## config.mk

```make
export PLATFORM = sky130hd
export DESIGN_NAME = matrix4x4_multiply_top_flat
export DESIGN_NICKNAME = d
export VERILOG_FILES = /design/src/hdl/mm4_pkg.sv /design/src/hdl/mm4_if.sv /design/src/hdl/matrix4x4_multiply_top.sv /design/src/hdl/mm4_store.sv /design/src/hdl/mm4_mac.sv /design/src/flat_wrapper.sv
export SDC_FILE = /design/constraint.sdc
export NUM_CORES = 2
export LEC_CHECK = 0
export BUFFER_PORTS_ARGS = -buffer_cell sky130_fd_sc_hd__buf_2
export CORE_ASPECT_RATIO = 0.6
export CORE_MARGIN = 2
export CORE_UTILIZATION = 45
export DETAILED_ROUTE_END_ITERATION = 8
export GPL_TIMING_DRIVEN = 0
export PLACE_DENSITY = 0.7
export SLEW_MARGIN = 15
export SYNTH_ARGS = -nofsm -noshare
export SYNTH_HDL_FRONTEND = slang
export SYNTH_HIERARCHICAL = 1
export SYNTH_SLANG_ARGS = --single-unit
export TNS_END_PERCENT = 10
```

## constraint.sdc

```tcl
create_clock -name clk -period 14.15 [get_ports clk]
set_input_delay 0 -clock clk [delete_from_list [all_inputs] [get_ports clk]]
set_output_delay 0 -clock clk [all_outputs]
set_load 0.005 [all_outputs]
```

## src/hdl/mm4_pkg.sv

```systemverilog
package mm4_pkg;

  // Matrix geometry and number format
  localparam int DIM       = 4;
  localparam int DIM_W     = $clog2(DIM);
  localparam int NELEM     = DIM * DIM;
  localparam int IDX_W     = 2 * DIM_W;
  localparam int CNT_W     = 3 * DIM_W;
  localparam int DATA_W    = 32;
  localparam int ACC_W     = 64;
  localparam int FRAC_BITS = 16;
  localparam int REQ_W     = 2;

  // Request codes; code 3 is unused and dropped
  typedef enum logic [REQ_W-1:0] {
    REQ_LOAD_A  = 2'd0,
    REQ_LOAD_B  = 2'd1,
    REQ_COMPUTE = 2'd2
  } req_t;

  // Control that travels alongside one multiply-accumulate step
  typedef struct packed {
    logic             valid;
    logic             first;
    logic             last;
    logic [IDX_W-1:0] elem;
  } mm4_tag_t;

endpackage

```

## src/hdl/mm4_if.sv

```systemverilog
interface mm4_in_if;
  logic                          valid;
  logic                          ready;
  logic [mm4_pkg::REQ_W-1:0]     req_type;
  logic [mm4_pkg::IDX_W-1:0]     elem_index;
  logic signed [mm4_pkg::DATA_W-1:0] elem_value;

  modport source (output valid, req_type, elem_index, elem_value, input ready);
  modport sink   (input valid, req_type, elem_index, elem_value, output ready);
endinterface

interface mm4_out_if;
  logic                          valid;
  logic                          ready;
  logic [mm4_pkg::IDX_W-1:0]     out_index;
  logic signed [mm4_pkg::DATA_W-1:0] out_value;
  logic                          saturated;
  logic                          is_last;

  modport source (output valid, out_index, out_value, saturated, is_last, input ready);
  modport sink   (input valid, out_index, out_value, saturated, is_last, output ready);
endinterface

```

## src/hdl/matrix4x4_multiply_top.sv

```systemverilog
// 4x4 fixed-point (Q16.16) matrix multiplier, matrices column-major. A load
// word (req_type 0 for A, 1 for B) writes one element; both stores read as
// zero after reset. A compute word streams out the 16 elements of A times B
// in column-major order, is_last on the final one, each sum clipped to 32
// bits with saturated set when clipped. A compute issues 64 steps of
// multiply-accumulate, one per cycle (bounded by the single read port of
// each store) unless output back-pressure stalls the whole pipeline. The
// input is not ready while a compute is issuing reads, so a load or
// compute word is taken once the previous compute has finished issuing.
module matrix4x4_multiply_top (
  input logic         clk,
  input logic         rst_n,
  mm4_in_if.sink      in_if,
  mm4_out_if.source   out_if
);
  import mm4_pkg::*;

  logic             run_r;
  logic [CNT_W-1:0] cnt_r;
  logic             adv;
  logic             in_acc;
  logic             load_a;
  logic             load_b;
  logic             issue;
  logic [DIM_W-1:0] seq_c;
  logic [DIM_W-1:0] seq_r;
  logic [DIM_W-1:0] seq_k;
  logic [IDX_W-1:0] a_addr;
  logic [IDX_W-1:0] b_addr;
  logic [DATA_W-1:0] a_data;
  logic [DATA_W-1:0] b_data;
  mm4_tag_t         s1_tag_r;
  mm4_tag_t         s1_tag_nxt;
  mm4_tag_t         fin_tag;
  logic [ACC_W-1:0] fin_sum;
  logic             sat_hi;
  logic             sat_lo;
  logic [DATA_W-1:0] clip_val;

  logic              out_valid_r;
  logic [IDX_W-1:0]  out_index_r;
  logic [DATA_W-1:0] out_value_r;
  logic              out_sat_r;
  logic              out_last_r;

  // Stall everything while a result waits and the sink holds off
  assign adv    = !out_valid_r || out_if.ready;
  assign in_acc = in_if.valid && in_if.ready;
  assign load_a = in_acc && (in_if.req_type == REQ_LOAD_A);
  assign load_b = in_acc && (in_if.req_type == REQ_LOAD_B);
  assign issue  = run_r && adv;

  assign in_if.ready = !run_r;

  // Sequence column, row and inner index
  assign seq_c  = cnt_r[CNT_W-1 -: DIM_W];
  assign seq_r  = cnt_r[DIM_W +: DIM_W];
  assign seq_k  = cnt_r[DIM_W-1:0];
  assign a_addr = {seq_k, seq_r};
  assign b_addr = {seq_c, seq_k};

  always_ff @(posedge clk) begin
    if (!rst_n) begin
      run_r <= 1'b0;
      cnt_r <= '0;
    end else if (in_acc && (in_if.req_type == REQ_COMPUTE)) begin
      run_r <= 1'b1;
      cnt_r <= '0;
    end else if (issue) begin
      cnt_r <= cnt_r + 1'b1;
      if (cnt_r == CNT_W'(NELEM * DIM - 1)) begin
        run_r <= 1'b0;
      end
    end
  end

  // Tag the read issued this cycle
  always_comb begin
    s1_tag_nxt.valid = issue;
    s1_tag_nxt.first = (seq_k == '0);
    s1_tag_nxt.last  = (seq_k == DIM_W'(DIM - 1));
    s1_tag_nxt.elem  = {seq_c, seq_r};
  end

  always_ff @(posedge clk) begin
    if (!rst_n) begin
      s1_tag_r <= '0;
    end else if (adv) begin
      s1_tag_r <= s1_tag_nxt;
    end
  end

  mm4_store u_store_a (
    .clk     (clk),
    .rst_n   (rst_n),
    .wr_en   (load_a),
    .wr_addr (in_if.elem_index),
    .wr_data (in_if.elem_value),
    .rd_en   (adv),
    .rd_addr (a_addr),
    .rd_data (a_data)
  );

  mm4_store u_store_b (
    .clk     (clk),
    .rst_n   (rst_n),
    .wr_en   (load_b),
    .wr_addr (in_if.elem_index),
    .wr_data (in_if.elem_value),
    .rd_en   (adv),
    .rd_addr (b_addr),
    .rd_data (b_data)
  );

  mm4_mac u_mac (
    .clk     (clk),
    .rst_n   (rst_n),
    .adv     (adv),
    .s1_tag  (s1_tag_r),
    .a_data  (a_data),
    .b_data  (b_data),
    .fin_tag (fin_tag),
    .fin_sum (fin_sum)
  );

  // Clip the 64-bit sum to 32 bits
  assign sat_hi = !fin_sum[ACC_W-1] && (fin_sum[ACC_W-2:DATA_W-1] != '0);
  assign sat_lo =  fin_sum[ACC_W-1] && (fin_sum[ACC_W-2:DATA_W-1] != '1);

  always_comb begin
    if (sat_hi) begin
      clip_val = {1'b0, {(DATA_W-1){1'b1}}};
    end else if (sat_lo) begin
      clip_val = {1'b1, {(DATA_W-1){1'b0}}};
    end else begin
      clip_val = fin_sum[DATA_W-1:0];
    end
  end

  // Output register; drop the word once taken
  always_ff @(posedge clk) begin
    if (!rst_n) begin
      out_valid_r <= 1'b0;
    end else if (adv) begin
      out_valid_r <= fin_tag.valid;
    end
  end

  always_ff @(posedge clk) begin
    if (adv && fin_tag.valid) begin
      out_index_r <= fin_tag.elem;
      out_value_r <= clip_val;
      out_sat_r   <= sat_hi || sat_lo;
      out_last_r  <= (fin_tag.elem == IDX_W'(NELEM - 1));
    end
  end

  assign out_if.valid     = out_valid_r;
  assign out_if.out_index = out_index_r;
  assign out_if.out_value = out_value_r;
  assign out_if.saturated = out_sat_r;
  assign out_if.is_last   = out_last_r;

endmodule

```

## src/hdl/mm4_store.sv

```systemverilog
module mm4_store (
  input  logic                         clk,
  input  logic                         rst_n,
  input  logic                         wr_en,
  input  logic [mm4_pkg::IDX_W-1:0]    wr_addr,
  input  logic [mm4_pkg::DATA_W-1:0]   wr_data,
  input  logic                         rd_en,
  input  logic [mm4_pkg::IDX_W-1:0]    rd_addr,
  output logic [mm4_pkg::DATA_W-1:0]   rd_data
);
  import mm4_pkg::*;

  logic [DATA_W-1:0] mem [NELEM];
  logic [NELEM-1:0]  valid_r;
  logic [DATA_W-1:0] rd_data_r;

  // Write the array; entries carry no reset
  always_ff @(posedge clk) begin
    if (wr_en) begin
      mem[wr_addr] <= wr_data;
    end
  end

  // Mark written entries; reset makes every entry read as zero
  always_ff @(posedge clk) begin
    if (!rst_n) begin
      valid_r <= '0;
    end else if (wr_en) begin
      valid_r[wr_addr] <= 1'b1;
    end
  end

  // Registered read; hold while the pipeline stalls
  always_ff @(posedge clk) begin
    if (rd_en) begin
      rd_data_r <= valid_r[rd_addr] ? mem[rd_addr] : '0;
    end
  end

  assign rd_data = rd_data_r;

endmodule

```

## src/hdl/mm4_mac.sv

```systemverilog
module mm4_mac (
  input  logic                         clk,
  input  logic                         rst_n,
  input  logic                         adv,
  input  mm4_pkg::mm4_tag_t            s1_tag,
  input  logic [mm4_pkg::DATA_W-1:0]   a_data,
  input  logic [mm4_pkg::DATA_W-1:0]   b_data,
  output mm4_pkg::mm4_tag_t            fin_tag,
  output logic [mm4_pkg::ACC_W-1:0]    fin_sum
);
  import mm4_pkg::*;

  mm4_tag_t                 s2_tag_r;
  mm4_tag_t                 fin_tag_r;
  logic signed [ACC_W-1:0]  prod_r;
  logic signed [ACC_W-1:0]  prod_nxt;
  logic signed [ACC_W-1:0]  acc_r;
  logic signed [ACC_W-1:0]  acc_nxt;
  logic signed [ACC_W-1:0]  shifted;
  logic [ACC_W-1:0]         sum_r;

  // Full-width signed product of two sign-extended elements
  assign prod_nxt = $signed({{(ACC_W-DATA_W){a_data[DATA_W-1]}}, a_data}) *
                    $signed({{(ACC_W-DATA_W){b_data[DATA_W-1]}}, b_data});

  // Scale each product back to the fixed-point grid, then add
  assign shifted = prod_r >>> FRAC_BITS;
  assign acc_nxt = (s2_tag_r.first ? '0 : acc_r) + shifted;

  // Advance control tags; the finished tag is valid only on an element's last step
  always_ff @(posedge clk) begin
    if (!rst_n) begin
      s2_tag_r  <= '0;
      fin_tag_r <= '0;
    end else if (adv) begin
      s2_tag_r        <= s1_tag;
      fin_tag_r.valid <= s2_tag_r.valid && s2_tag_r.last;
      fin_tag_r.first <= s2_tag_r.first;
      fin_tag_r.last  <= s2_tag_r.last;
      fin_tag_r.elem  <= s2_tag_r.elem;
    end
  end

  // Multiply, accumulate and capture the finished sum
  always_ff @(posedge clk) begin
    if (adv) begin
      prod_r <= prod_nxt;
      if (s2_tag_r.valid) begin
        acc_r <= acc_nxt;
      end
      if (s2_tag_r.valid && s2_tag_r.last) begin
        sum_r <= acc_nxt;
      end
    end
  end

  assign fin_tag = fin_tag_r;
  assign fin_sum = sum_r;

endmodule

```

## src/flat_wrapper.sv

```systemverilog
// flat-port wrapper written by rule: the top's interface ports become plain ports
module matrix4x4_multiply_top_flat import mm4_pkg::*;
  (clk, rst_n, in_if_valid, in_if_req_type, in_if_elem_index, in_if_elem_value, in_if_ready, out_if_valid, out_if_out_index, out_if_out_value, out_if_saturated, out_if_is_last, out_if_ready);
  mm4_in_if in_if_i ();
  mm4_out_if out_if_i ();
  input logic clk;
  input logic rst_n;
  input wire logic [$bits(in_if_i.valid)-1:0] in_if_valid;
  input wire logic [$bits(in_if_i.req_type)-1:0] in_if_req_type;
  input wire logic [$bits(in_if_i.elem_index)-1:0] in_if_elem_index;
  input wire logic [$bits(in_if_i.elem_value)-1:0] in_if_elem_value;
  output wire logic [$bits(in_if_i.ready)-1:0] in_if_ready;
  output wire logic [$bits(out_if_i.valid)-1:0] out_if_valid;
  output wire logic [$bits(out_if_i.out_index)-1:0] out_if_out_index;
  output wire logic [$bits(out_if_i.out_value)-1:0] out_if_out_value;
  output wire logic [$bits(out_if_i.saturated)-1:0] out_if_saturated;
  output wire logic [$bits(out_if_i.is_last)-1:0] out_if_is_last;
  input wire logic [$bits(out_if_i.ready)-1:0] out_if_ready;
  assign in_if_i.valid = in_if_valid;
  assign in_if_i.req_type = in_if_req_type;
  assign in_if_i.elem_index = in_if_elem_index;
  assign in_if_i.elem_value = in_if_elem_value;
  assign in_if_ready = in_if_i.ready;
  assign out_if_valid = out_if_i.valid;
  assign out_if_out_index = out_if_i.out_index;
  assign out_if_out_value = out_if_i.out_value;
  assign out_if_saturated = out_if_i.saturated;
  assign out_if_is_last = out_if_i.is_last;
  assign out_if_i.ready = out_if_ready;
  matrix4x4_multiply_top u_core (.clk(clk), .rst_n(rst_n), .in_if(in_if_i), .out_if(out_if_i));
endmodule
```

Word-level counts from Yosys, hierarchy flattened

Memory sizes are Yosys's and may differ from the RTL's. A register that Yosys moved wholly into a read port is not among the register bits.
Cells that the tools add are included.

$lt $le $gt $ge: 4
Reductions and logical operators: 26
Bitwise logic cells: 3
Add/sub/neg operators: 2
Muxes and demuxes: 15
Equal/unequal tests: 6
$mul: 1

Operator list:

| cell                                                                                | count |
|---|---|
| 64-bit adder                                                                        | 1 |
| 32-bit by 32-bit multiplier with 64-bit output                                      | 1 |
| 64-bit 2-to-1 mux                                                                   | 1 |
| 32-bit 2-to-1 mux                                                                   | 1 |
| 32-bit != test, second input constant                                               | 1 |
| 16-bit bitwise OR                                                                   | 2 |
| 32-bit nonzero test                                                                 | 1 |
| 4-bit by 5-bit less-than comparator with 1-bit output, second input constant        | 3 |
| 1-bit logical AND                                                                   | 10 |
| 1-bit 2-to-1 mux                                                                    | 10 |
| 1-bit binary-select mux with 4-bit select                                           | 2 |
| 6-bit by 1-bit adder with 6-bit output, second input constant                       | 1 |
| 6-bit == test, second input constant                                                | 1 |
| 2-bit AND reduction                                                                 | 3 |
| 1-bit zero test                                                                     | 5 |
| 1-bit demux with 4-bit select                                                       | 1 |
| 2-bit == test, second input constant                                                | 2 |
| 4-bit == test, second input constant                                                | 1 |
| 4-bit by 1-bit greater-or-equal comparator with 1-bit output, second input constant | 1 |
| 2-bit zero test                                                                     | 2 |
| 2-bit nonzero test                                                                  | 2 |
| 2-bit by 1-bit == test with 1-bit output, second input constant                     | 1 |
| 1-bit logical OR                                                                    | 2 |
| 2-bit OR reduction                                                                  | 1 |
| 1-bit NOT                                                                           | 1 |

Output and inout port bits: 40
Input bits: 42
Register bits: 289
Bits in writable memories: 1024
Word-level logic and storage cells: 81
Memories kept: 2

Memory list:

| name                 | words | width | rd ports | clocked after memory_dff | write ports | RTL line        | text |
|---|---|---|---|---|---|---|---|
| u_core.u_store_a.mem | 16    | 32    | 1        | 1                        | 1           | mm4_store.sv:13 | `logic [DATA_W-1:0] mem [NELEM];` |
| u_core.u_store_b.mem | 16    | 32    | 1        | 1                        | 1           | mm4_store.sv:13 |  |

Logic depth before layout (Yosys ltp)

Depth after elaboration: 5
Gate-level depth with buffers: 30
Depth with buffers taken out: 29

Hierarchy

The synthesis kept the hierarchy.

By module, submodules not included:

| module                        | cells each | seq. area each (µm²) | instances | area an instance (µm²) |
|---|---|---|---|---|
| mm4_mac                       | 4498       | 5565.3               | 1         | 44720.4 |
| mm4_store at u_core.u_store_a | 886        | 16656.0              | 1         | 20847.5 |
| mm4_store at u_core.u_store_b | 884        | 16656.0              | 1         | 20840.0 |
| matrix4x4_multiply_top        | 216        | 1441.4               | 1         | 2892.8 |

Worst setup path before layout

Ideal clock, no wire load.

Path kind: register -> register
Start point: reg u_core.u_store_a.rd_data_r[31] (netlist: u_core/u_store_a/rd_data[31]) (read register of u_core.u_store_a.mem)
End point: reg u_core.u_mac.prod_r[59] (data pin)
Clock period less this slack: 8.150 ns
Library setup time: 0.262 ns
Arrival: 7.888 ns
Path slack: 6.000 ns
Data required time: 13.888 ns
Path buffers: 1
Cell stages (with the launch flop): 28
Cell sequence: edfxtp_1 > clkbuf_1 > nand2_1 > inv_1 > fa_1 > inv_1 > fa_1 > inv_1 > fa_1 > fa_1 > inv_1 > fa_1 > inv_1 > fa_1 > fa_1 > fa_1 > ha_1 > a21o_1 > a21oi_1 > nor2b_1 > o21ai_0 > nand2b_1 > a21oi_1 > nor3b_1 > a211oi_1 > or3_1 > a41oi_1 > a21oi_1

Cells in the longest elaborated chain, start to end: 1

Ends and longest elaborated chain:

| element                                        | RTL line        | text |
|---|---|---|
| from (decl)                                    | mm4_store.sv:15 | `logic [DATA_W-1:0] rd_data_r;` |
| 32-bit by 32-bit multiplier with 64-bit output | mm4_mac.sv:23   | `assign prod_nxt = $signed({{(ACC_W-DATA_W){a_data[DATA_W-1]}}, a_data}) *` |
| named net u_core.u_mac.prod_nxt[59]            | mm4_mac.sv:16   | `logic signed [ACC_W-1:0] prod_nxt;` |
| to (signal assigned)                           | mm4_mac.sv:47   | `prod_r <= prod_nxt;` |
| to (decl)                                      | mm4_mac.sv:15   | `logic signed [ACC_W-1:0] prod_r;` |

The timed path passes the listed nets, and every way through them passes these cells.
A chain may end at the register's enable or synchronous reset.

Final worst setup path

Same ends and word-level chain as after synthesis.

==> qor.log <==
INFO  clocking       numCtsBuffers=119
INFO  timing         worst-slew-pin-transition=1.45ns
INFO  die            fp-row-count=126
INFO  clocking       clock-root-buffer=sky130_fd_sc_hd__clkbuf_16
INFO  pwr            p_leak=39.4nW
INFO  timing         finClkSkew=0.0979ns
INFO  final_layout   finish.cell_count_without_fillers=9559
INFO  pwr            power=7.90mW
INFO  critical_path  critPathMaxStageDelay=1.09ns
INFO  timing         final_hold_vios=0
INFO  critical_path  worstReg2RegStart=u_core/u_store_a/rd_data[31]
INFO  grt            antenna_violations_before_repair=64
INFO  critical_path  timing.critical_path.required=14.65ns
INFO  pwr            peakVddDrop=117uV
INFO  critical_path  setup.worst_path.start_class=flop
INFO  die            die_h=349um
INFO  die            floorplan.die_area=202000squm
INFO  grt            grt.overflow.total=0
INFO  drt            first_iter_violations=8090
INFO  place          weighted_congestion_at_the_end_of_routability_driven_global_placement=1.04
INFO  grt            grt_pass1_vias=56700
INFO  clocking       cts-htree-levels=3
INFO  drt            remaining_drc_errors=0
INFO  place          io_buffer_count=81
INFO  run_status     outcome=finished, final reports clean
INFO  job            timing.max_cap.violations=0
INFO  clocking       post_cts_resized=0
INFO  critical_path  worst-setup-path-type=reg -> reg
INFO  drt            routed_wl=298000um
INFO  place          place.detailed.instances=9266
INFO  die            io_pins=82
INFO  critical_path  endpoint_kind=flop
INFO  critical_path  cpMostUsedCell=sky130_fd_sc_hd__fa_1
INFO  timing         fmaxAchievable=91.3MHz
INFO  grt            grt_max_degree=68
INFO  die            die_x=579um
INFO  final_layout   design_area=98800squm
INFO  drt            drt_first_pass_iters=6
INFO  place          preCtsSetupSlack=3.48ns
INFO  critical_path  worstPathMaxFanout=11
INFO  final_layout   number_of_filler_instances_in_the_final_layout=16700
INFO  final_layout   layout-area-overhead-vs-synth=10.7%
INFO  timing         min_period_over_period=0.774
INFO  critical_path  worstPathArrival=11.45ns
INFO  grt            grt_usage=0.300
INFO  critical_path  cp_max_delay_cell=sky130_fd_sc_hd__fa_1
INFO  timing         totalNegativeSetupSlack=0ns
INFO  logic_synthesis synthesis.nets=7847
INFO  critical_path  depth_of_the_worst_register_to_register_path=27
INFO  logic_synthesis mapped_cell_area=89200squm
INFO  timing         slew_headroom=0.0353
INFO  clocking       tritoncts_num_sinks=1361
INFO  critical_path  r2r-end=u_core/u_mac/prod_r[59]
INFO  timing         final_period_minus_worst_setup_slack=10.95ns
INFO  drt            wl_per_cell=31.2um
INFO  logic_synthesis synth_area_per_cell=13.8squm
INFO  hold_path      min_to=u_core/u_store_a/mem[10][5]
INFO  logic_synthesis synthesized_netlist_cell_count=6478
INFO  place          dp_hpwl=232000um
INFO  timing         setup_ws=3.20ns
INFO  timing         setup_viol=0
INFO  timing         grt_setup_unrepaired=no
INFO  final_layout   num-nets-final=8177
INFO  drt            post_drt_via_cell_ratio=5.92
INFO  hold_path      min-delay-start=in_if_req_type[0]
INFO  grt            wire_length_of_the_first_global_routing_pass=423000um
INFO  timing         final_max_slew_viol_count=0
INFO  logic_synthesis synth.yosys.warnings=6
INFO  hold_path      worstHoldPathType=in -> reg
INFO  hold_path      hold_depth=5
INFO  drt            drt.antenna.violating_nets=0
INFO  clocking       clock_tree.buffer_depth=3
INFO  die            start_util=0.453
INFO  die            core_region_area=197000squm
INFO  critical_path  reg2reg_slack=3.20ns
INFO  clocking       tritoncts_clock_tree=done
INFO  drt            route.vias.total=56600
INFO  clocking       insertion_delay_to_the_later_sink_of_the_worst_skew_pair=0.81ns
INFO  final_layout   drive_above_1_share=0.121
INFO  clocking       cts.reportedPaths.clkPinSlew=0.07ns
INFO  place          detailed_place.area=94400squm
INFO  pwr            p_per_area=80.0nW/um^2
placed cells by master (no fill, tap or decap), types with 56 or more instances in the layout:
cell / n
sky130_fd_sc_hd__a21oi_1: 162
sky130_fd_sc_hd__edfxtp_1: 1302
sky130_fd_sc_hd__nor2b_1: 90
sky130_fd_sc_hd__inv_1: 1010
sky130_fd_sc_hd__clkbuf_16: 119
sky130_fd_sc_hd__nand2_1: 580
sky130_fd_sc_hd__a22oi_1: 129
sky130_fd_sc_hd__ha_1: 245
sky130_fd_sc_hd__mux4_2: 264
sky130_fd_sc_hd__fa_1: 1081
sky130_fd_sc_hd__buf_4: 56
sky130_fd_sc_hd__clkbuf_1: 230
sky130_fd_sc_hd__nor2_1: 80
sky130_fd_sc_hd__and2_1: 492
sky130_fd_sc_hd__dfxtp_1: 59
sky130_fd_sc_hd__xnor2_1: 76
sky130_fd_sc_hd__buf_2: 112
state kept, by name (all words and copies together) (netlist names):
signal,flops
u_core/u_store_a/mem,512
u_core/u_store_b/mem,512
u_core/u_mac/acc_r,64
u_core/u_mac/fin_sum,64
u_core/u_mac/prod_r,48
u_core/out_if.out_value,32
u_core/u_store_a/rd_data,32
u_core/u_store_b/rd_data,32
u_core/u_store_a/valid_r,16
u_core/u_store_b/valid_r,16
u_core/s1_tag_r,7
u_core/u_mac/s2_tag_r,7
u_core/cnt_r,6
u_core/u_mac/fin_tag,5
u_core/out_if.out_index,4
u_core/out_if.is_last,1
u_core/out_if.saturated,1
u_core/out_if.valid,1
u_core/run_r,1
how the worst max path moves through the flow:
stage / startpoint / to
floorplan: u_core/u_store_a/rd_data[31] / u_core/u_mac/prod_r[59]
global placement: u_core/u_store_a/rd_data[31] / u_core/u_mac/prod_r[59]
detailed placement: u_core/u_store_a/rd_data[31] / u_core/u_mac/prod_r[59]
CTS: u_core/u_store_a/rd_data[31] / u_core/u_mac/prod_r[59]
global route: u_core/u_store_a/rd_data[31] / u_core/u_mac/prod_r[61]
finish: u_core/u_store_a/rd_data[31] / u_core/u_mac/prod_r[59]
cell type report:
class,count,area [sq um],share of cell area
Multi-Input combinational cell,3771,43800,0.444
Antenna cell,26,65.1,0.000659
Inverter,1012,3800,0.0385
Clock inverter,75,688,0.00697
Tap cell,2624,3280,0.0332
Buffer,334,1630,0.0165
Clock buffer,147,3080,0.0312
Sequential cell,1361,40300,0.408
Timing Repair Buffer,209,2110,0.0214
where the power goes:
group	leakage, nW	internal (mW)	switching (mW)
Sequential	12.6	4.42	0.00846
Clock	1.80	1.67	1.54
Combinational	25.0	0.0852	0.187
per-layer routing:
metal / track usage / vias up / share of wire
li1: - / 22500 / -
met1: 0.477 / 29600 / 0.44
met2: 0.372 / 4070 / 0.37
met3: 0.121 / 428 / 0.16
met4: 0.0735 / 24 / 0.026
met5: 0 / - / 0.0014
through the flow:
stage | util | hold slack (ns)
final | 0.502 | 0.121
after global routing | 0.501 | 0.147
after CTS | 0.501 | 0.0818
after detailed placement | 0.480 | 0.382
after global placement | 0.472 | 0.367
after floorplan | - | 0.0989
critical path, delay by kind of cell, from the launching register on:
kind                       cells  cell delay, ns
buffers and inverters          6            2.00
and+or+nand+nor                5            1.32
DFF                            1            0.98
AOI/OAI and AO/OA              7            1.34
adders and majority gates      9            5.02
repair_timing:
action	4_1_cts	5_1_grt
buffers inserted	0	0
endpoints found under the hold margin	1222	0
hold buffers	43	0
Power figures use the tool's default switching activity.
